===== config.mk =====
export PLATFORM = sky130hd
export DESIGN_NAME = magnetometer_calib_sequencer
export DESIGN_NICKNAME = d
export VERILOG_FILES = /design/src/mcs_pkg.sv /design/src/mcs_div.sv /design/src/mcs_scale.sv /design/src/magnetometer_calib_sequencer.sv
export SDC_FILE = /design/constraint.sdc
export NUM_CORES = 1
export LEC_CHECK = 0
export BUFFER_PORTS_ARGS = -buffer_cell sky130_fd_sc_hd__clkbuf_2
export CELL_PAD_IN_SITES_DETAIL_PLACEMENT = 1
export CELL_PAD_IN_SITES_GLOBAL_PLACEMENT = 1
export CORE_MARGIN = 2
export CORE_UTILIZATION = 25
export CTS_CLUSTER_DIAMETER = 50
export CTS_CLUSTER_SIZE = 14
export DETAILED_ROUTE_END_ITERATION = 10
export PLACE_DENSITY_LB_ADDON = 0.3
export SLEW_MARGIN = 10
export SYNTH_ARGS = -nofsm -noshare
export SYNTH_HDL_FRONTEND = slang
export SYNTH_SLANG_ARGS = --single-unit
export TNS_END_PERCENT = 20

===== constraint.sdc =====
create_clock -name clk -period 17.33 [get_ports clk]
set_input_delay 2.5995 -clock clk [delete_from_list [all_inputs] [get_ports clk]]
set_output_delay 2.5995 -clock clk [all_outputs]
set_load 0.01 [all_outputs]

===== src/mcs_pkg.sv =====
// Shared types and constants of the magnetometer calibration sequencer.
`default_nettype none

package mcs_pkg;

    // Word layouts on the stream ports.
    localparam int IN_FIELDS_W  = 50;
    localparam int IN_DATA_W    = 56;
    localparam int IN_USER_W    = 1;
    localparam int OUT_FIELDS_W = 105;
    localparam int OUT_DATA_W   = 112;
    localparam int OUT_PAD_W    = OUT_DATA_W - OUT_FIELDS_W;

    localparam int NUM_AXES     = 3;
    localparam int CFG_DATA_W   = 32;
    localparam int CFG_INDEX_W  = 3;

    // Fixed-point settings.
    localparam logic [15:0] UNITY_GAIN     = 16'd16384;
    localparam logic [1:0]  SELFTEST_PAUSE = 2'd2;
    localparam int          GAIN_FRAC_BITS = 14;
    localparam logic [15:0] GAIN_SAT       = 16'hFFFF;

    // Serial divider: one quotient bit per cycle over the 32-bit numerator.
    localparam int DIV_STEPS = 32;
    localparam int DIV_CNT_W = $clog2(DIV_STEPS + 1);

    // Input word kinds.
    localparam logic CMD_TICK = 1'b0;
    localparam logic CMD_READ = 1'b1;

    // Bus actions requested from the sensor interface.
    localparam logic [2:0] ACT_NONE           = 3'd0;
    localparam logic [2:0] ACT_READ           = 3'd1;
    localparam logic [2:0] ACT_WRITE_IDLE     = 3'd2;
    localparam logic [2:0] ACT_WRITE_SELFTEST = 3'd3;
    localparam logic [2:0] ACT_WRITE_CONT     = 3'd4;
    localparam logic [2:0] ACT_BUS_RESET      = 3'd5;

    // Sequence steps with a meaning of their own.
    localparam logic [2:0] STEP_START    = 3'd0;
    localparam logic [2:0] STEP_IDLE_WR  = 3'd2;
    localparam logic [2:0] STEP_SELFTEST = 3'd4;
    localparam logic [2:0] STEP_CALIB    = 3'd5;
    localparam logic [2:0] STEP_CONT_WR  = 3'd6;
    localparam logic [2:0] STEP_DATA     = 3'd7;

    // Configuration register indexes.
    localparam logic [2:0] CFG_FIELD_MAX = 3'd0;
    localparam logic [2:0] CFG_FIELD_MIN = 3'd1;
    localparam logic [2:0] CFG_GAIN_NUM  = 3'd2;
    localparam logic [2:0] CFG_OFFSET_X  = 3'd3;
    localparam logic [2:0] CFG_OFFSET_Y  = 3'd4;
    localparam logic [2:0] CFG_OFFSET_Z  = 3'd5;
    localparam logic [2:0] CFG_AXIS_MAP  = 3'd6;
    localparam logic [2:0] CFG_SIGN_MAP  = 3'd7;

    // Axis selector code that maps a body axis to no raw word.
    localparam logic [1:0] AXIS_SEL_NONE = 2'd3;

    // Operands of the shared scaling unit for one body axis.
    typedef struct packed {
        logic signed [15:0] raw;
        logic [15:0]        gain;
        logic               negate;
        logic signed [15:0] offset;
    } scale_op_t;

    // Result of the serial divider.
    typedef struct packed {
        logic        done;
        logic [15:0] quot;
    } div_res_t;

endpackage

`default_nettype wire


===== src/mcs_div.sv =====
// Serial restoring divider computing a saturated 16-bit gain quotient.
`default_nettype none

module mcs_div (
    input  wire logic             clk,
    input  wire logic             rst_n,
    input  wire logic             start,
    input  wire logic [31:0]      num,
    input  wire logic [14:0]      den,
    output mcs_pkg::div_res_t     res
);
    import mcs_pkg::*;

    logic [DIV_CNT_W-1:0] cnt_reg;
    logic                 done_reg;
    logic [31:0]          quo_reg;
    logic [14:0]          rem_reg;
    logic [14:0]          den_reg;
    logic [15:0]          trial;
    logic                 fits;

    assign trial = {rem_reg, quo_reg[31]};
    assign fits  = (trial >= {1'b0, den_reg});

    always_ff @(posedge clk or negedge rst_n)
    begin
        if (!rst_n)
        begin
            cnt_reg  <= '0;
            done_reg <= 1'b0;
        end
        else if (start)
        begin
            cnt_reg  <= DIV_CNT_W'(DIV_STEPS);
            done_reg <= 1'b0;
        end
        else
        begin
            if (cnt_reg != '0)
            begin
                cnt_reg <= cnt_reg - DIV_CNT_W'(1);
            end
            done_reg <= (cnt_reg == DIV_CNT_W'(1));
        end
    end

    always_ff @(posedge clk)
    begin
        if (start)
        begin
            quo_reg <= num;
            rem_reg <= '0;
            den_reg <= den;
        end
        else if (cnt_reg != '0)
        begin
            // The quotient bits shift in where the numerator bits leave.
            quo_reg <= {quo_reg[30:0], fits};
            rem_reg <= fits ? 15'(trial - {1'b0, den_reg}) : trial[14:0];
        end
    end

    assign res.done = done_reg;
    assign res.quot = (quo_reg[31:16] != '0) ? GAIN_SAT : quo_reg[15:0];

endmodule

`default_nettype wire


===== src/mcs_scale.sv =====
// Shared scaling unit: gain multiply, then sign, offset and range check.
`default_nettype none

module mcs_scale (
    input  wire logic                clk,
    input  wire mcs_pkg::scale_op_t  op,
    input  wire logic [14:0]         field_max,
    output logic signed [15:0]       field,
    output logic                     in_range
);
    import mcs_pkg::*;

    logic signed [32:0] prod_reg;
    logic               negate_reg;
    logic signed [15:0] offset_reg;
    logic signed [15:0] field_reg;
    logic               in_range_reg;

    logic [15:0]        scaled;
    logic [15:0]        signed_val;
    logic signed [15:0] half_offset;
    logic signed [15:0] field_next;
    logic [16:0]        field_ext;
    logic [16:0]        mag;

    // First stage: the product of raw word and gain.
    always_ff @(posedge clk)
    begin
        prod_reg   <= op.raw * $signed({1'b0, op.gain});
        negate_reg <= op.negate;
        offset_reg <= op.offset;
    end

    // Second stage works modulo 2^16, which matches the final wrap.
    always_comb
    begin
        scaled      = prod_reg[GAIN_FRAC_BITS +: 16];
        signed_val  = negate_reg ? 16'(-scaled) : scaled;
        half_offset = offset_reg >>> 1;
        field_next  = $signed(16'(signed_val - half_offset));
        field_ext   = {field_next[15], field_next};
        mag         = field_next[15] ? 17'(-field_ext) : field_ext;
    end

    always_ff @(posedge clk)
    begin
        field_reg    <= field_next;
        in_range_reg <= (mag < {2'b00, field_max});
    end

    assign field    = field_reg;
    assign in_range = in_range_reg;

endmodule

`default_nettype wire


===== src/magnetometer_calib_sequencer.sv =====
// Top level: start-up sequencer, calibration and field compensation of a magnetometer.
// A tick or an ignored read completion goes through S_DECODE to S_OUT; a data read
// makes three passes through the two-stage scaling unit; a calibration read runs
// three 32-step divisions. The block takes one word at a time: the serial divider
// and the scaling unit serve one axis at a time, and the input is not ready until
// the result is queued.
// Reset (rst_n, asynchronous, active low) sets step 0, no pause, unity gains, zero fields.
`default_nettype none

module magnetometer_calib_sequencer (
    input  wire logic                               clk,
    input  wire logic                               rst_n,
    // Slave side; tdata from bit 0: bus_ok, transfer_ok, raw_word0, raw_word1, raw_word2,
    // zero fill.
    input  wire logic                               s_axis_tvalid,
    output logic                                    s_axis_tready,
    input  wire logic [mcs_pkg::IN_DATA_W-1:0]      s_axis_tdata,
    // tuser from bit 0: cmd.
    input  wire logic [mcs_pkg::IN_USER_W-1:0]      s_axis_tuser,
    // Master side; tdata from bit 0: action, step, field_x, field_y, field_z, field_valid,
    // reading_rejected, calib_failed, gain_x_out, gain_y_out, gain_z_out, zero fill.
    output logic                                    m_axis_tvalid,
    input  wire logic                               m_axis_tready,
    output logic [mcs_pkg::OUT_DATA_W-1:0]          m_axis_tdata,
    // Configuration write port.
    input  wire logic                               cfg_we,
    input  wire logic [mcs_pkg::CFG_INDEX_W-1:0]    cfg_index,
    input  wire logic [mcs_pkg::CFG_DATA_W-1:0]     cfg_data
);
    import mcs_pkg::*;

    // Sequencer states.
    localparam logic [2:0] S_IDLE     = 3'd0;
    localparam logic [2:0] S_DECODE   = 3'd1;
    localparam logic [2:0] S_DIV_GO   = 3'd2;
    localparam logic [2:0] S_DIV_WAIT = 3'd3;
    localparam logic [2:0] S_MUL_A    = 3'd4;
    localparam logic [2:0] S_MUL_B    = 3'd5;
    localparam logic [2:0] S_MUL_C    = 3'd6;
    localparam logic [2:0] S_OUT      = 3'd7;

    localparam logic [1:0] LAST_AXIS = 2'(NUM_AXES - 1);

    // Configuration registers.
    logic [14:0]        field_max_reg;
    logic [14:0]        field_min_reg;
    logic [31:0]        gain_num_reg;
    logic signed [15:0] offset_reg [NUM_AXES];
    logic [5:0]         axis_map_reg;
    logic [2:0]         sign_map_reg;

    // Sequencer state.
    logic [2:0]  state_reg,  state_next;
    logic [1:0]  ax_reg,     ax_next;
    logic [2:0]  step_reg,   step_next;
    logic [1:0]  pause_reg,  pause_next;
    logic [15:0] gain_reg    [NUM_AXES];
    logic [15:0] gain_next   [NUM_AXES];
    logic signed [15:0] field_reg  [NUM_AXES];
    logic signed [15:0] field_next [NUM_AXES];

    // Per-word flags of the result being built.
    logic [2:0]  action_reg, action_next;
    logic        valid_reg,  valid_next;
    logic        rej_reg,    rej_next;
    logic        cfail_reg,  cfail_next;
    logic        ok_reg,     ok_next;

    // Captured input word.
    logic               cmd_reg;
    logic               bus_ok_reg;
    logic               xfer_ok_reg;
    logic signed [15:0] raw_reg [NUM_AXES];

    // Output register.
    logic                  out_valid_reg, out_valid_next;
    logic [OUT_DATA_W-1:0] out_data_reg;
    logic                  out_load;

    logic        accept;
    logic [2:0]  step_inc;
    logic        div_start;
    div_res_t    div_res;
    logic signed [15:0] cal_raw;
    logic        cal_ok;
    logic [1:0]  sel;
    scale_op_t   scale_op;
    logic signed [15:0] scale_field;
    logic        scale_ok;

    assign s_axis_tready = (state_reg == S_IDLE);
    assign accept        = s_axis_tvalid && s_axis_tready;

    // Configuration writes.
    always_ff @(posedge clk or negedge rst_n)
    begin
        if (!rst_n)
        begin
            field_max_reg <= 15'd1000;
            field_min_reg <= 15'd400;
            gain_num_reg  <= 32'd11468800;
            offset_reg[0] <= '0;
            offset_reg[1] <= '0;
            offset_reg[2] <= '0;
            axis_map_reg  <= 6'd36;
            sign_map_reg  <= '0;
        end
        else if (cfg_we)
        begin
            unique case (cfg_index)
                CFG_FIELD_MAX: field_max_reg <= cfg_data[14:0];
                CFG_FIELD_MIN: field_min_reg <= cfg_data[14:0];
                CFG_GAIN_NUM:  gain_num_reg  <= cfg_data;
                CFG_OFFSET_X:  offset_reg[0] <= $signed(cfg_data[15:0]);
                CFG_OFFSET_Y:  offset_reg[1] <= $signed(cfg_data[15:0]);
                CFG_OFFSET_Z:  offset_reg[2] <= $signed(cfg_data[15:0]);
                CFG_AXIS_MAP:  axis_map_reg  <= cfg_data[5:0];
                CFG_SIGN_MAP:  sign_map_reg  <= cfg_data[2:0];
            endcase
        end
    end

    // Input capture; the word stays put while the sequencer works on it.
    always_ff @(posedge clk)
    begin
        if (accept)
        begin
            cmd_reg     <= s_axis_tuser[0];
            bus_ok_reg  <= s_axis_tdata[0];
            xfer_ok_reg <= s_axis_tdata[1];
            raw_reg[0]  <= $signed(s_axis_tdata[17:2]);
            raw_reg[1]  <= $signed(s_axis_tdata[33:18]);
            raw_reg[2]  <= $signed(s_axis_tdata[49:34]);
        end
    end

    // Calibration: the divider always runs, and the range check picks its quotient
    // or unity gain when it finishes.
    assign cal_raw   = raw_reg[ax_reg];
    assign cal_ok    = (cal_raw > $signed({1'b0, field_min_reg}))
                    && (cal_raw < $signed({1'b0, field_max_reg}))
                    && (cal_raw > 16'sd0);
    assign div_start = (state_reg == S_DIV_GO);

    mcs_div u_div (
        .clk   (clk),
        .rst_n (rst_n),
        .start (div_start),
        .num   (gain_num_reg),
        .den   (cal_raw[14:0]),
        .res   (div_res)
    );

    // Data read: operands of the current body axis feed the shared scaling unit.
    // They stay stable from S_MUL_A through S_MUL_C, when the result is taken.
    assign sel = axis_map_reg[{ax_reg, 1'b0} +: 2];

    always_comb
    begin
        case (sel)
            AXIS_SEL_NONE:
            begin
                scale_op.raw  = '0;
                scale_op.gain = '0;
            end
            default:
            begin
                scale_op.raw  = raw_reg[sel];
                scale_op.gain = gain_reg[sel];
            end
        endcase
        scale_op.negate = sign_map_reg[ax_reg];
        scale_op.offset = offset_reg[ax_reg];
    end

    mcs_scale u_scale (
        .clk       (clk),
        .op        (scale_op),
        .field_max (field_max_reg),
        .field     (scale_field),
        .in_range  (scale_ok)
    );

    assign step_inc = (step_reg < STEP_DATA) ? 3'(step_reg + 3'd1) : STEP_DATA;

    // Sequencer.
    always_comb
    begin
        state_next  = state_reg;
        ax_next     = ax_reg;
        step_next   = step_reg;
        pause_next  = pause_reg;
        action_next = action_reg;
        valid_next  = valid_reg;
        rej_next    = rej_reg;
        cfail_next  = cfail_reg;
        ok_next     = ok_reg;
        out_load    = 1'b0;
        for (int i = 0; i < NUM_AXES; i++)
        begin
            gain_next[i]  = gain_reg[i];
            field_next[i] = field_reg[i];
        end

        unique case (state_reg)
            S_IDLE:
            begin
                if (accept)
                begin
                    action_next = ACT_NONE;
                    valid_next  = 1'b0;
                    rej_next    = 1'b0;
                    cfail_next  = 1'b0;
                    ok_next     = 1'b1;
                    ax_next     = '0;
                    state_next  = S_DECODE;
                end
            end
            S_DECODE:
            begin
                state_next = S_OUT;
                if (cmd_reg == CMD_TICK)
                begin
                    if (!bus_ok_reg)
                    begin
                        // A bus fault restarts the sequence; a pending pause is kept.
                        step_next   = STEP_START;
                        action_next = ACT_BUS_RESET;
                    end
                    else if (pause_reg == '0)
                    begin
                        step_next = step_inc;
                        case (step_inc)
                            STEP_IDLE_WR:  action_next = ACT_WRITE_IDLE;
                            STEP_SELFTEST:
                            begin
                                action_next = ACT_WRITE_SELFTEST;
                                pause_next  = SELFTEST_PAUSE;
                            end
                            STEP_CONT_WR:  action_next = ACT_WRITE_CONT;
                            default:       action_next = ACT_READ;
                        endcase
                    end
                    else
                    begin
                        pause_next = 2'(pause_reg - 2'd1);
                    end
                end
                else if (xfer_ok_reg && step_reg == STEP_DATA)
                begin
                    state_next = S_MUL_A;
                end
                else if (xfer_ok_reg && step_reg == STEP_CALIB)
                begin
                    state_next = S_DIV_GO;
                end
            end
            S_DIV_GO:
            begin
                state_next = S_DIV_WAIT;
            end
            S_DIV_WAIT:
            begin
                if (div_res.done)
                begin
                    if (cal_ok)
                    begin
                        gain_next[ax_reg] = div_res.quot;
                    end
                    else
                    begin
                        gain_next[ax_reg] = UNITY_GAIN;
                        cfail_next        = 1'b1;
                        step_next         = STEP_START;
                    end
                    if (ax_reg == LAST_AXIS)
                    begin
                        state_next = S_OUT;
                    end
                    else
                    begin
                        ax_next    = 2'(ax_reg + 2'd1);
                        state_next = S_DIV_GO;
                    end
                end
            end
            S_MUL_A:
            begin
                state_next = S_MUL_B;
            end
            S_MUL_B:
            begin
                state_next = S_MUL_C;
            end
            S_MUL_C:
            begin
                field_next[ax_reg] = scale_field;
                ok_next            = ok_reg && scale_ok;
                if (ax_reg == LAST_AXIS)
                begin
                    if (ok_reg && scale_ok)
                    begin
                        valid_next = 1'b1;
                    end
                    else
                    begin
                        rej_next  = 1'b1;
                        step_next = STEP_START;
                    end
                    state_next = S_OUT;
                end
                else
                begin
                    ax_next    = 2'(ax_reg + 2'd1);
                    state_next = S_MUL_A;
                end
            end
            S_OUT:
            begin
                // Wait until the output register is free or being emptied.
                if (!out_valid_reg || m_axis_tready)
                begin
                    out_load   = 1'b1;
                    state_next = S_IDLE;
                end
            end
        endcase
    end

    always_comb
    begin
        if (out_load)
        begin
            out_valid_next = 1'b1;
        end
        else if (m_axis_tready)
        begin
            out_valid_next = 1'b0;
        end
        else
        begin
            out_valid_next = out_valid_reg;
        end
    end

    always_ff @(posedge clk or negedge rst_n)
    begin
        if (!rst_n)
        begin
            state_reg     <= S_IDLE;
            ax_reg        <= '0;
            step_reg      <= STEP_START;
            pause_reg     <= '0;
            action_reg    <= ACT_NONE;
            valid_reg     <= 1'b0;
            rej_reg       <= 1'b0;
            cfail_reg     <= 1'b0;
            ok_reg        <= 1'b1;
            out_valid_reg <= 1'b0;
            for (int i = 0; i < NUM_AXES; i++)
            begin
                gain_reg[i]  <= UNITY_GAIN;
                field_reg[i] <= '0;
            end
        end
        else
        begin
            state_reg     <= state_next;
            ax_reg        <= ax_next;
            step_reg      <= step_next;
            pause_reg     <= pause_next;
            action_reg    <= action_next;
            valid_reg     <= valid_next;
            rej_reg       <= rej_next;
            cfail_reg     <= cfail_next;
            ok_reg        <= ok_next;
            out_valid_reg <= out_valid_next;
            for (int i = 0; i < NUM_AXES; i++)
            begin
                gain_reg[i]  <= gain_next[i];
                field_reg[i] <= field_next[i];
            end
        end
    end

    // The result word carries the state as it stands once this word is done.
    always_ff @(posedge clk)
    begin
        if (out_load)
        begin
            out_data_reg <= {{OUT_PAD_W{1'b0}},
                             gain_reg[2], gain_reg[1], gain_reg[0],
                             cfail_reg, rej_reg, valid_reg,
                             field_reg[2], field_reg[1], field_reg[0],
                             step_reg, action_reg};
        end
    end

    assign m_axis_tvalid = out_valid_reg;
    assign m_axis_tdata  = out_data_reg;

endmodule

`default_nettype wire


# After elaboration in Yosys (flattened, before gate mapping)
# Memories as Yosys holds them, arrays and structs flattened.
# Index checks and enable logic that the tools add are counted.
# W data, S select, Z words.
# word_totals
inputBits	97
mem_count	1
output_inout_bits	114
romBits	0
ff_bits	474
latchBits	0
ram_bits	48
wordCells	207
# memory_table
name	depth	width	read_ports	rd_ports_with_merged_regs	wr	line	text
raw_reg	3	16	2	0	3	magnetometer_calib_sequencer.sv:73	logic signed [15:0] raw_reg [NUM_AXES];
# op_classes
n_reduce_logical	39
n_lt_le_gt_ge	10
n_eq_ne	32
n_bitwise	6
multipliers	1
n_div	0
n_shift	1
addsub	8
mux	71
# op_table
operator	n
$mux W16	7
$bwmux W48	2
$mux W32	3
$bmux W16 S2	2
$mux W3	19
$mux W48	1
$and A45 B45 Y45	1
$not A45 Y45	1
$eq A3 B3 Y1 const B	12
$demux W16 S2	1
$mul A16 B17 Y30	1
$pmux W3 S8	1
$reduce_and A2 Y1	10
$reduce_and A4 Y1	5
$pmux W3 S3	2
$lt A17 B15 Y1	1
$mux W17	1
$neg A17 Y17	1
$ge A16 B15 Y1	1
$gt A16 B1 Y1 const B	1
$gt A16 B16 Y1	1
$lt A16 B16 Y1	1
$mux W1	16
$neg A16 Y16	1
other kinds (39)	76

# Depth between registers and ports, before layout
# logic_depth
word_depth	8
depth_mapped	35
depth_no_buf	29

# Modules after synthesis
# A second synthesis with hierarchy kept.
# unflattened
hier_cells	2800
hier_area_um2	30997.2
# by_module_without_submodules
module	cells_per_inst	instances	seq_area_each_um2	area_each_um2
magnetometer_calib_sequencer	1210	1	10541.4	16181.8
mcs_scale	1258	1	980.9	11078.1
mcs_div	332	1	1886.8	3737.3

# Worst setup path before layout
# Ideal clock, no wire load.
# synth_path
kind	in2reg
startpoint	in m_axis_tready
endpoint	reg out_data_reg[0], in the netlist m_axis_tdata[0], enable pin
cell_stages	3
setup_time_ns	0.570
t_required_ns	16.760
arrival_ns	7.191
path_slack_ns	9.570
cell_sequence	nand2b_1 nand2_1 nor2_1
# synth_via
elab_chain_len	3
# synth_rtl
element	line	text
from (decl)	magnetometer_calib_sequencer.sv:23	input wire logic m_axis_tready,
$logic_or A1 B1 Y1	magnetometer_calib_sequencer.sv:321	if (!out_valid_reg || m_axis_tready)
$mux W1	magnetometer_calib_sequencer.sv:321	
$mux W1	magnetometer_calib_sequencer.sv:205	unique case (state_reg)
named net out_load	magnetometer_calib_sequencer.sv:78	logic out_load;
to (signal assigned)	magnetometer_calib_sequencer.sv:391	out_data_reg <= {{OUT_PAD_W{1'b0}},
to (decl)	magnetometer_calib_sequencer.sv:77	logic [OUT_DATA_W-1:0] out_data_reg;
# The timed path passes the listed nets, and every way through them passes these cells.
# A chain may end at the register's enable or synchronous reset.

# Worst setup path after layout
# layout_path
startpoint	reg ax_reg[1]
endpoint	reg u_scale.prod_reg[27]
# layout_via
elab_chain_len	7
word_cells_on_any_way	9
cone_classes	mul: 1; eq/ne: 1; shift: 1; mux: 4; bitwise: 1; memory: 1
# layout_rtl
element	line	text
from (decl)	magnetometer_calib_sequencer.sv:54	logic [1:0] ax_reg, ax_next;
from (signal assigned)	magnetometer_calib_sequencer.sv:369	ax_reg <= ax_next;
$shiftx A6 B4 Y2 *	magnetometer_calib_sequencer.sv:156	assign sel = axis_map_reg[{ax_reg, 1'b0} +: 2];
$not A2 Y3 (not written as such)	magnetometer_calib_sequencer.sv:169	scale_op.gain = gain_reg[sel];
$bmux W16 S2	magnetometer_calib_sequencer.sv:169	
$mux W16 (not written as such) (2 in series)	magnetometer_calib_sequencer.sv:169	
$mux W32 *	magnetometer_calib_sequencer.sv:160	case (sel)
$mul A16 B17 Y30 *	mcs_scale.sv:29	prod_reg <= op.raw * $signed({1'b0, op.gain});
to (signal assigned)	mcs_scale.sv:29	
to (decl)	mcs_scale.sv:13	logic signed [32:0] prod_reg;
# Mark *: on every way between the ends. The rest lies on a longest branch, timed or not. The select of a mux whose other input is x is not followed.

==> impl_metrics.xml <==
<?xml version="1.0" encoding="UTF-8"?>
<metrics>
  <group name="outcome">
    <metric name="result_of_the_run" unit="">completed</metric>
  </group>
  <group name="yosys">
    <metric name="synthFlopType" unit="">dfrtp_1</metric>
    <metric name="synth.ff_latch_count" unit="">504</metric>
    <metric name="netlist-cell-type-count" unit="">75</metric>
    <metric name="synth_sequential_area_ratio" unit="%">44.47</metric>
    <metric name="synthesis.instances" unit="">2785</metric>
    <metric name="number_of_enable_flip_flop_cells_after_synthesis" unit="">203</metric>
    <metric name="post_synth.cell_area_avg" unit="sq um">10.77</metric>
    <metric name="async_flop_share" unit="%">47.02</metric>
    <metric name="synth_area" unit="sq mm">0.02999</metric>
    <metric name="yosysWarningCount" unit="">0</metric>
  </group>
  <group name="timing">
    <metric name="clock_skew" unit="ns">0.03884</metric>
    <metric name="max_freq" unit="MHz">99.14</metric>
    <metric name="tightestPinTransition" unit="ns">1.213</metric>
    <metric name="final_setup_violation_count" unit="">0</metric>
    <metric name="maxSlewViolCount" unit="">0</metric>
    <metric name="slew_hr" unit="%">18.59</metric>
    <metric name="finalHoldViolCount" unit="">0</metric>
    <metric name="fin_crit_sh" unit="%">58.20</metric>
    <metric name="timing.setup.tns" unit="ns">0</metric>
    <metric name="grt_setup_unrepaired" unit="">false</metric>
    <metric name="finalWorstSetupSlack" unit="ns">7.243</metric>
    <metric name="timing.final.crit_period" unit="ns">10.09</metric>
  </group>
  <group name="clock_network">
    <metric name="cts_repair_resize_count" unit="">0</metric>
    <metric name="clock_insertion_delay_worst_skew" unit="ns">0.65</metric>
    <metric name="cts_tree" unit="">done</metric>
    <metric name="cts-htree-levels" unit="">3</metric>
    <metric name="clk_pin_slew_worst_paths" unit="ns">0.06</metric>
    <metric name="post_cts_hold_buffer_count" unit="">0</metric>
    <metric name="clock_sink_count" unit="">504</metric>
    <metric name="cts_root_buf" unit="">clkbuf_16</metric>
    <metric name="cts-buffers-inserted" unit="">76</metric>
    <metric name="post-cts-setup-buffer-count" unit="">0</metric>
    <metric name="clock_path_buffers" unit="">3</metric>
  </group>
  <group name="finish">
    <metric name="multi_input_area" unit="sq mm">0.01503</metric>
    <metric name="finalNonFillerCells" unit="">4701</metric>
    <metric name="layout_commonest_cell" unit="">nand2_1</metric>
    <metric name="finish.net_count" unit="">3498</metric>
    <metric name="largest_reg_flops" unit="">105</metric>
    <metric name="ff_latch_area" unit="sq mm">0.01334</metric>
    <metric name="final.fill_count" unit="">13560</metric>
    <metric name="leading_cell_types_in_the_layout_fill_and_taps_excluded" unit="">nand2_1 (410), inv_1 (339), dfrtp_1 (214)</metric>
    <metric name="final_layout_size_suffix_gt1_share" unit="%">18.84</metric>
    <metric name="layout_overhead_on_the_synthesized_area" unit="%">19.19</metric>
  </group>
  <group name="critical_path">
    <metric name="timing_worst_setup_path_type" unit="">reg2reg</metric>
    <metric name="crit_path_end_kind" unit="">flop</metric>
    <metric name="cp.required" unit="ns">17.88</metric>
    <metric name="critPathMaxFanout" unit="">58</metric>
    <metric name="cp_slowest_cell" unit="">nor2b_2</metric>
    <metric name="critical_path.most_common_cell" unit="">fa_1</metric>
    <metric name="critPathArrivalTime" unit="ns">10.64</metric>
    <metric name="start_kind" unit="">flop</metric>
    <metric name="timing.critical_path.slowest_cell_delay" unit="ns">0.92</metric>
  </group>
  <group name="routing">
    <metric name="route.detailed.drc" unit="">0</metric>
    <metric name="viasPerCell" unit="">4.443</metric>
    <metric name="antenna_violation_net_count_after_detailed_routing" unit="">0</metric>
    <metric name="via_count" unit="">20890</metric>
    <metric name="iteration_count_of_the_initial_detailed_routing_pass" unit="">5</metric>
    <metric name="avgRoutedWirePerCell" unit="microns">19.61</metric>
    <metric name="detail_route.wirelength" unit="mm">92.20</metric>
    <metric name="initialDrtViolationCount" unit="">1113</metric>
  </group>
  <group name="global_routing">
    <metric name="track_usage" unit="%">15.28</metric>
    <metric name="first_global_vias" unit="">22620</metric>
    <metric name="antenna_violations_before_repair" unit="">12</metric>
    <metric name="grt_overflow_total" unit="">0</metric>
    <metric name="pin_count_of_the_biggest_net_entering_global_routing" unit="">108</metric>
    <metric name="first_pass_grt_wire_length" unit="mm">140.9</metric>
  </group>
  <group name="min_path">
    <metric name="hold_path.class" unit="">reg2reg</metric>
  </group>
  <group name="power">
    <metric name="max-vdd-ir-drop" unit="uV">123.3</metric>
    <metric name="cellLeakagePower" unit="nW">15.92</metric>
    <metric name="pwr_density_cell" unit="mW/mm^2">231.0</metric>
  </group>
  <group name="floorplanning">
    <metric name="pin_count" unit="">211</metric>
    <metric name="core-area" unit="sq mm">0.1195</metric>
    <metric name="fp.dieH" unit="microns">350.3</metric>
    <metric name="die_area" unit="sq mm">0.1227</metric>
    <metric name="floorplan.rows" unit="">127</metric>
    <metric name="die_x" unit="microns">350.3</metric>
    <metric name="start_util" unit="%">25.09</metric>
  </group>
  <group name="place">
    <metric name="place.port_buffers" unit="">197</metric>
    <metric name="post-place-ws" unit="ns">7.168</metric>
    <metric name="dp.cells" unit="">4554</metric>
    <metric name="dpl.hpwl" unit="mm">69.50</metric>
    <metric name="gp_congestion" unit="">0.8588</metric>
  </group>
  <group name="flow_run">
    <metric name="number_of_maximum_capacitance_violations" unit="">0</metric>
  </group>
</metrics>
==> cell type report <==
cell class / count / area share, %
Sequential cell: 504 / 37.32
Timing Repair Buffer: 255 / 4.005
Inverter: 342 / 3.592
Clock inverter: 57 / 1.873
Clock buffer: 85 / 5.472
Antenna cell: 5 / 0.03501
Multi-Input combinational cell: 1841 / 42.06
Tap cell: 1612 / 5.644
==> power breakdown <==
group / leakage [nW] / internal, mW / switching (mW) / total [mW]
Sequential: 5.47 / 1.63 / 0.202 / 1.83
Combinational: 9.20 / 1.91 / 2.94 / 4.85
Clock: 1.24 / 0.914 / 0.661 / 1.57
==> per-layer routing <==
metal	global-route usage [%]	vias to the layer above	part of all wire [%]	wire [microns]
li1	-	9767	-	-
met2	24.73	403	47	43000
met5	0	-	0.062	57
met4	5.010	8	3.0	2785
met1	20.07	10570	45	41120
met3	3.584	140	5.7	5231
==> critical path: cells and delay by family, from the launching register on <==
| kind | cells | cell delay [ns] |
|---|---|---|
| XOR/XNOR | 1 | 0.13 |
| flip-flops | 1 | 0.33 |
| buffers and inverters | 8 | 2.12 |
| adder cells (fa/ha/maj) | 7 | 3.48 |
| AO/OA/AOI/OAI | 7 | 1.38 |
| AND/OR/NAND/NOR | 6 | 2.44 |
==> stage by stage <==
step | hold slack (ns) | util (%) | cell area, sq um | power [mW]
floorplan | 0.4194 | - | 30010 | 5.179
global route | 0.4416 | 29.90 | 35730 | 9.102
CTS | 0.4238 | 29.90 | 35730 | 8.454
detailed placement | 0.4287 | 27.70 | 33100 | 6.793
global placement | 0.4250 | 27.70 | 33100 | 6.717
finish | 0.4254 | 29.91 | 35740 | 8.257
==> path summary, 6_finish.rpt <==
kind                                from                    to  slack, ns  depth (start not counted)
min reg2reg                field_reg[44]      m_axis_tdata[18]       0.43                          0
max reg2reg                    ax_reg[1]  u_scale.prod_reg[27]       7.24                         29
max in group asynchronous          rst_n          gain_reg[37]      12.90                          3
max                            ax_reg[1]  u_scale.prod_reg[27]       7.24                         29
min in group asynchronous          rst_n          field_reg[6]       2.05                          1
min                        field_reg[44]      m_axis_tdata[18]       0.43                          0
==> Yosys cell counts, types with 18 or more instances <==
master / number / area, sq um
edfxtp_1: 203 / 6096
nand2_1: 410 / 1539
mux2i_1: 73 / 730.7
fa_1: 195 / 3904
a21o_1: 23 / 172.7
inv_1: 341 / 1280
a21oi_1: 66 / 330.3
o21ai_0: 166 / 830.8
nand2b_1: 18 / 112.6
dfrtp_1: 216 / 5405
clkbuf_1: 76 / 285.3
o21a_1: 37 / 277.8
mux2_2: 140 / 1577
ha_1: 186 / 2327
xnor2_1: 43 / 376.6
nor3_1: 22 / 110.1
o21ai_1: 21 / 105.1
xor2_1: 25 / 219.0
dfxtp_1: 64 / 1281
dfstp_2: 21 / 551.8
nor2_1: 194 / 728.2
==> logic make-up (layout without fill, tap and decap cells) <==
| logic type | after synthesis | count (layout) | synth area share [%] |
|---|---|---|---|
| AOI/OAI and AO/OA | 412 | 412 | 8.454 |
| xor gates and xnor gates | 69 | 69 | 2.040 |
| adders and majority gates | 381 | 381 | 20.78 |
| buffers and inverters | 446 | 739 | 5.746 |
| DFF | 504 | 504 | 44.47 |
| muxes | 213 | 213 | 7.695 |
| other | 1 | 12 | 0.01251 |
| and+or+nand+nor | 759 | 759 | 10.80 |
Power figures use the tool's default switching activity.
